===== src/r2n_pkg.sv =====
package r2n_pkg;

   // Default line store and frame limits.
   localparam int DEF_MAX_WIDTH  = 4096;
   localparam int DEF_MAX_HEIGHT = 4096;

   // Register map.
   localparam int CSR_INDEX_W      = 8;
   localparam int CSR_VALUE_W      = 13;
   localparam logic [CSR_INDEX_W-1:0] CSR_FRAME_WIDTH  = 8'd0;
   localparam logic [CSR_INDEX_W-1:0] CSR_FRAME_HEIGHT = 8'd1;
   localparam logic [CSR_VALUE_W-1:0] FRAME_WIDTH_RESET  = 13'd640;
   localparam logic [CSR_VALUE_W-1:0] FRAME_HEIGHT_RESET = 13'd480;

   // Effective frame sizes go up to 8192, so they need one bit more than a register.
   localparam int SIZE_W = 14;

   // Luma and chroma coefficients, scaled by 256.
   localparam int COEF_Y_R = 77;
   localparam int COEF_Y_G = 150;
   localparam int COEF_Y_B = 29;
   localparam int COEF_U_R = 43;
   localparam int COEF_U_G = 85;
   localparam int COEF_U_B = 128;
   localparam int COEF_V_R = 128;
   localparam int COEF_V_G = 107;
   localparam int COEF_V_B = 21;
   // Offset of 128 in the scaled domain; keeps the chroma accumulators positive.
   localparam int CHROMA_BIAS = 32768;

   localparam int PIX_W  = 8;
   localparam int ACC_W  = 17;
   localparam int SUM_W  = 9;
   localparam int STORE_W = 2 * SUM_W;
   localparam int ROW_NUM_W  = 12;
   localparam int PAIR_NUM_W = 11;

   typedef struct packed {
      logic [PIX_W-1:0] red_left;
      logic [PIX_W-1:0] green_left;
      logic [PIX_W-1:0] blue_left;
      logic [PIX_W-1:0] red_right;
      logic [PIX_W-1:0] green_right;
      logic [PIX_W-1:0] blue_right;
   } req_type;

   typedef struct packed {
      logic [PIX_W-1:0]      luma_left;
      logic [PIX_W-1:0]      luma_right;
      logic [PIX_W-1:0]      chroma_u;
      logic [PIX_W-1:0]      chroma_v;
      logic                  chroma_valid;
      logic [ROW_NUM_W-1:0]  row_number;
      logic [PAIR_NUM_W-1:0] pair_number;
      logic                  frame_end;
   } rsp_type;

   typedef struct packed {
      logic [CSR_INDEX_W-1:0] index;
      logic [CSR_VALUE_W-1:0] value;
   } csr_type;

   typedef struct packed {
      logic [PIX_W-1:0] luma;
      logic [PIX_W-1:0] chroma_u;
      logic [PIX_W-1:0] chroma_v;
   } yuv_type;

endpackage


===== src/r2n_pixel_math.sv =====
module r2n_pixel_math (
   input  logic [r2n_pkg::PIX_W-1:0] red,
   input  logic [r2n_pkg::PIX_W-1:0] green,
   input  logic [r2n_pkg::PIX_W-1:0] blue,
   output r2n_pkg::yuv_type          yuv
);
   localparam int AW = r2n_pkg::ACC_W;

   logic [AW-1:0] r_ext;
   logic [AW-1:0] g_ext;
   logic [AW-1:0] b_ext;
   logic [AW-1:0] y_acc;
   logic [AW-1:0] u_acc;
   logic [AW-1:0] v_acc;

   assign r_ext = AW'(red);
   assign g_ext = AW'(green);
   assign b_ext = AW'(blue);

   // The luma sum peaks at 65280, so bits 15:8 never need clamping.
   assign y_acc = AW'(r2n_pkg::COEF_Y_R) * r_ext + AW'(r2n_pkg::COEF_Y_G) * g_ext
                + AW'(r2n_pkg::COEF_Y_B) * b_ext;

   // With the bias added the chroma sums stay within 0..65535, so modular
   // arithmetic is exact and bits 15:8 give floor(x / 256) + 128.
   assign u_acc = AW'(r2n_pkg::CHROMA_BIAS) + AW'(r2n_pkg::COEF_U_B) * b_ext
                - AW'(r2n_pkg::COEF_U_R) * r_ext - AW'(r2n_pkg::COEF_U_G) * g_ext;
   assign v_acc = AW'(r2n_pkg::CHROMA_BIAS) + AW'(r2n_pkg::COEF_V_R) * r_ext
                - AW'(r2n_pkg::COEF_V_G) * g_ext - AW'(r2n_pkg::COEF_V_B) * b_ext;

   assign yuv.luma     = y_acc[15:8];
   assign yuv.chroma_u = u_acc[15:8];
   assign yuv.chroma_v = v_acc[15:8];
endmodule


===== config.mk =====
export PLATFORM = sky130hd
export DESIGN_NAME = r2n_pixel_math
export DESIGN_NICKNAME = d
export VERILOG_FILES = /design/src/r2n_pkg.sv /design/src/r2n_pixel_math.sv
export SDC_FILE = /design/constraint.sdc
export NUM_CORES = 1
export LEC_CHECK = 0
export BUFFER_PORTS_ARGS = -buffer_cell sky130_fd_sc_hd__buf_2
export CAP_MARGIN = 20
export CORE_MARGIN = 3
export CORE_UTILIZATION = 35
export DETAILED_ROUTE_END_ITERATION = 8
export PLACE_DENSITY = 0.55
export SYNTH_ARGS = -nofsm -noshare
export SYNTH_HDL_FRONTEND = slang
export SYNTH_SLANG_ARGS = --single-unit

===== constraint.sdc =====
create_clock -name vclk -period 13.75
set_clock_uncertainty 0.2 [all_clocks]
set_input_delay 4.125 -clock vclk [all_inputs]
set_output_delay 4.125 -clock vclk [all_outputs]
set_load 0.005 [all_outputs]

==> run_results.csv, run 1 <==
group,metric,value,unit
drt,drt_iter0_drc,118,
global_route,grt-ovfl-total,0,
setup_path,slowest_delay,580,ps
setup_path,crit_slowest_cell,"fa_1",
setup_path,cp_max_fo,4,
global_route,grt_max_degree,9,
logic_synthesis,yosysWarnings,0,
layout,flops_and_latches,0,
layout,diodes,0,
placement,io_buffers,48,
logic_synthesis,syn_nets,1106,
layout,fin_nets,1229,
placement,place_area,8470,µm²
global_route,globalRouteTotalUtil,0.162,
setup_path,crit_type,"in -> out",
setup_path,cp_top_family,"adder cells",
setup_path,crit_top_cell,"ha_4",
drt,vias,5230,
layout,n_fill_cell,1955,
setup_path,worstPathArrival,9870,ps
global_route,grt_pass1_wl,28500,µm
hold_path,hold_start,"blue[7]",
drt,vias_per_cell,4.58,
timing,finalHoldViolations,0,
floorplan,core.rowCount,51,
placement,gp_congestion,0.845,
clocking,ctsHoldBuffers,0,
layout,syn2layout_area_growth,21.2,%
drt,drtPass1Iterations,4,
setup_path,start_kind,"input pin",
flow_run,max_cap_viol_count,0,
drt,wire_per_inst,15.0,µm
floorplan,initial_utilization,0.364,
hold_path,hp-class,"in -> out",
layout,drive_gt1_frac,0.204,
layout,seq_area,0,µm²
floorplan,core_area,19800,µm²
hold_path,hold_end,"yuv[15]",
drt,drc,0,
global_route,first_global_vias,5553,
timing,period_needed,14200,ps
setup_path,path_buf_inv,6,
timing,slew_headroom,0.474,
logic_synthesis,synth_cell_types,42,
timing,setup_viol,5,
placement,dpl.hpwl,15500,µm
setup_path,cp.required,9430,ps
logic_synthesis,synth-seq-area-share,0,
logic_synthesis,postSynthAreaPerCell,9.57,µm²
floorplan,dieWidth,150,µm
logic_synthesis,synth.cell_area,7220,µm²
timing,maxSlewViolCount,0,
floorplan,ios,48,
floorplan,die-area,22400,µm²
layout,multi_input_area,6610,µm²
drt,drt_wl_total,17100,µm
drt,detail-route-antenna-nets,0,
logic_synthesis,synth_cells,755,
timing,max_freq,70.4,MHz
floorplan,die_h,150,µm
timing,fin_ws,-446,ps
layout,clockBufferCount,0,
run_status,violations,"setup timing",
timing,tightest_slew,779,ps
timing,rsz0062_at_grt,"true",
hold_path,hold_path_depth,5,
global_route,antenna_found_initial,0,
setup_path,endpoint_kind,"output pin",
timing,fin_crit_sh,1.03,
layout,fin_area,8760,µm²
run_status,status,"finished, violations left",
-- cell families (layout without fill, tap and decap cells) --
| family | Yosys count | count (layout) | share of synthesized area |
|---|---|---|---|
| fa+ha+maj | 327 | 327 | 0.714 |
| buf+inv | 259 | 380 | 0.135 |
| compound gates | 73 | 73 | 0.0705 |
| simple gates | 69 | 69 | 0.0482 |
| xor+xnor | 27 | 27 | 0.0327 |
-- metal layers --
metal | vias up | share of wire | track usage
met5 | - | 0 | 0
met4 | 0 | 0.0086 | 0.0105
met3 | 6 | 0.027 | 0.00394
met2 | 68 | 0.46 | 0.272
met1 | 2568 | 0.51 | 0.247
li1 | 2588 | - | -
-- cell usage in the layout (no fill, tap or decap), types with 3 or more instances in the layout --
| master | netlist | final |
|---|---|---|
| ha_1 | 185 | 169 |
| xnor2_1 | 17 | 16 |
| or2_2 | 3 | 3 |
| fa_2 | 0 | 4 |
| nand3_1 | 4 | 4 |
| xor2_1 | 10 | 9 |
| o21ai_0 | 6 | 3 |
| o211ai_1 | 3 | 3 |
| a21oi_1 | 21 | 16 |
| and3_1 | 3 | 3 |
| a21o_1 | 7 | 7 |
| buf_4 | 0 | 72 |
| fa_1 | 142 | 138 |
| buf_2 | 0 | 43 |
| a211oi_2 | 0 | 3 |
| o21a_1 | 6 | 6 |
| nand2b_1 | 3 | 3 |
| inv_2 | 0 | 7 |
| nand2_1 | 9 | 6 |
| nor2b_1 | 5 | 5 |
| buf_6 | 0 | 3 |
| ha_4 | 0 | 16 |
| a31oi_1 | 5 | 5 |
| nor2_1 | 21 | 17 |
| nor3_1 | 11 | 9 |
| a21oi_2 | 0 | 4 |
| nor2_2 | 0 | 4 |
| inv_1 | 259 | 252 |
-- worst max path at each step --
| stage | to | slack [ps] | cells after the start | from |
|---|---|---|---|---|
| finish | yuv[22] | -450 | 26 | green[3] |
| global route | yuv[22] | -620 | 26 | green[3] |
| CTS | yuv[23] | -520 | 25 | green[6] |
| detailed placement | yuv[23] | -670 | 27 | green[3] |
| global placement | yuv[23] | -600 | 27 | green[3] |
| floorplan | yuv[22] | -40 | 25 | green[3] |
-- cell usage after synthesis, types with 3 or more instances --
cell | n | area, µm²
inv_1 | 259 | 972
nor3_1 | 11 | 55.1
a31oi_1 | 5 | 31.3
a21o_1 | 7 | 52.6
fa_1 | 142 | 2840
a211oi_1 | 4 | 30.0
o21a_1 | 6 | 45.0
nand2b_1 | 3 | 18.8
xnor2_1 | 17 | 149
and3_1 | 3 | 18.8
or2_2 | 3 | 18.8
nand2_1 | 9 | 33.8
ha_1 | 185 | 2310
nand3_1 | 4 | 20.0
o211ai_1 | 3 | 22.5
nor2b_1 | 5 | 31.3
o21ai_0 | 6 | 30.0
nor3b_1 | 3 | 22.5
xor2_1 | 10 | 87.6
a21oi_1 | 21 | 105
nor2_1 | 21 | 78.8
-- cell type report --
| cell class | count | area share |
|---|---|---|
| inverter | 259 | 0.111 |
| multi-input combinational | 496 | 0.755 |
| tap | 265 | 0.0379 |
| timing repair buffer | 121 | 0.0959 |
-- repair_timing --
action | CTS | global route
resized for setup | 26 | 32
pin swaps | 30 | 32
endpoints found under the setup margin | 7 | 8
setup buffers | 3 | 4
-- stage by stage --
stage	setup slack, ps	hold slack, ps	TNS (ps)	instances	utilization
2_1_floorplan	-36.1	8290	-36.1	755	-
3_3_place_gp	-598	8830	-2500	1135	0.427
3_5_place_dp	-670	8820	-2780	1135	0.427
4_1_cts	-518	8820	-1920	1138	0.434
5_1_grt	-622	8880	-2400	1141	0.441
6_report	-446	8800	-1500	1141	0.441
Power of run 1 is not shown: default switching activity piles up to over one toggle a cycle in this logic, so the estimate is an artifact.
==> run 2, diff against run 1 <==
Settings changed: CORE_UTILIZATION 35 to 30, PLACE_DENSITY 0.55 to 0.49, SLEW_MARGIN set to 20.
==> run 2 against run 1 <==
- global-route usage shrank 1.8 points
- first-iteration DRC count shrank 0.85%
- highest routed layer is now met5
- the flow still finishes with violations (setup timing)
- via count grew 0.75%
- non-clock buffer count grew 7
- final area grew 1.5%
- routed wire length grew 5.3%
- sequential cell count is the same
- hold slack gained 9.9 ps
==> run_results.csv, run 2 (same netlist as run 1, synthesis figures left out) <==
group,metric,value,unit
layout,layout_commonest_cell,"inv_1",
floorplan,initial_utilization,0.307,
global_route,grt_pass1_wl,29700,µm
flow_run,max_cap_viol_count,0,
hold_path,hp-class,"in -> out",
timing,period_needed,14220,ps
timing,maxSlewViolCount,0,
setup_path,cp.required,9430,ps
layout,final_cell_mix,"254 x inv_1, 169 x ha_1, 138 x fa_1, 78 x buf_4, 41 x buf_2",
global_route,globalRouteTotalUtil,0.144,
layout,seq_area,0,µm²
layout,drive_gt1_frac,0.204,
layout,clockBufferCount,0,
global_route,grt_max_degree,9,
layout,diodes,0,
clocking,ctsHoldBuffers,0,
floorplan,die_h,161,µm
placement,dpl.hpwl,16400,µm
placement,io_buffers,48,
timing,fin_crit_sh,1.03,
floorplan,core_area,23500,µm²
drt,drt_wl_total,18000,µm
drt,wire_per_inst,14.9,µm
layout,fin_nets,1236,
global_route,grt-ovfl-total,0,
global_route,first_global_vias,5673,
drt,drtPass1Iterations,4,
setup_path,start_kind,"input pin",
drt,vias_per_cell,4.38,
setup_path,worstPathArrival,9900,ps
layout,final_util,0.378,
timing,finalHoldViolations,0,
floorplan,die-area,26000,µm²
timing,rsz0062_at_grt,"true",
timing,slew_headroom,0.450,
timing,setup_viol,5,
drt,detail-route-antenna-nets,0,
layout,flops_and_latches,0,
timing,max_freq,70.3,MHz
drt,vias,5269,
drt,drc,0,
placement,gp_congestion,0.806,
floorplan,dieWidth,161,µm
setup_path,cp_max_fo,4,
floorplan,core.rowCount,56,
run_status,violations,"setup timing",
timing,holdWs,8810,ps
setup_path,crit_slowest_cell,"fa_1",
floorplan,ios,48,
setup_path,crit_type,"in -> out",
timing,fin_ws,-472,ps
setup_path,slowest_delay,530,ps
global_route,antenna_found_initial,1,
run_status,status,"finished, violations left",
timing,tightest_slew,814,ps
drt,drt_iter0_drc,117,
setup_path,endpoint_kind,"output pin",
layout,syn2layout_area_growth,23.1,%
## run 2: cell count changes in the layout (fill, tap and decap cells not counted), sizes merged
| cell | delta |
|---|---|
| clkbuf | +1 |
| buf | +6 |
## run 2: worst max-delay path, delay by kind of cell
family	cells	cell delay, ps
compound gates	8	1510
buf+inv	6	430
simple gates	1	150
fa+ha+maj	10	3690
## run 2: worst paths after layout
| kind | start | end | slack (ps) | cells after the start |
|---|---|---|---|---|
| min | blue[7] | yuv[15] | 8810 | 5 |
| max | green[6] | yuv[22] | -470 | 25 |
## run 2: layer usage
layer  track usage  vias to the layer above  part of all wire
li1              -                     2608                 -
met1         0.219                     2583              0.51
met2         0.236                       68              0.46
met3       0.00872                        8             0.027
met4       0.00821                        2            0.0076
met5             0                        -           0.00056
## run 2: final cells by class
class | instances | area (µm²)
timing repair buffer | 128 | 910
inverter | 259 | 972
tap | 319 | 399
multi-input combinational | 496 | 6610
fill | 2486 | 14700
## run 2: stage by stage
step | setup WS, ps | TNS (ps) | cells | cell area, µm²
final | -472 | -1780 | 1202 | 8890
after floorplan | -36.1 | -36.1 | 755 | 7400
after global placement | -604 | -2560 | 1193 | 8570
after detailed placement | -668 | -2950 | 1193 | 8570
after CTS | -553 | -2270 | 1197 | 8730
after global routing | -742 | -3280 | 1202 | 8890
## run 2: timing repair
action	4_1_cts	5_1_grt
endpoints found under the setup margin	7	8
cloned	0	0
pin swaps	29	29
resized for setup	32	27
setup buffers	4	6
Power of run 2 is left out for the same reason.
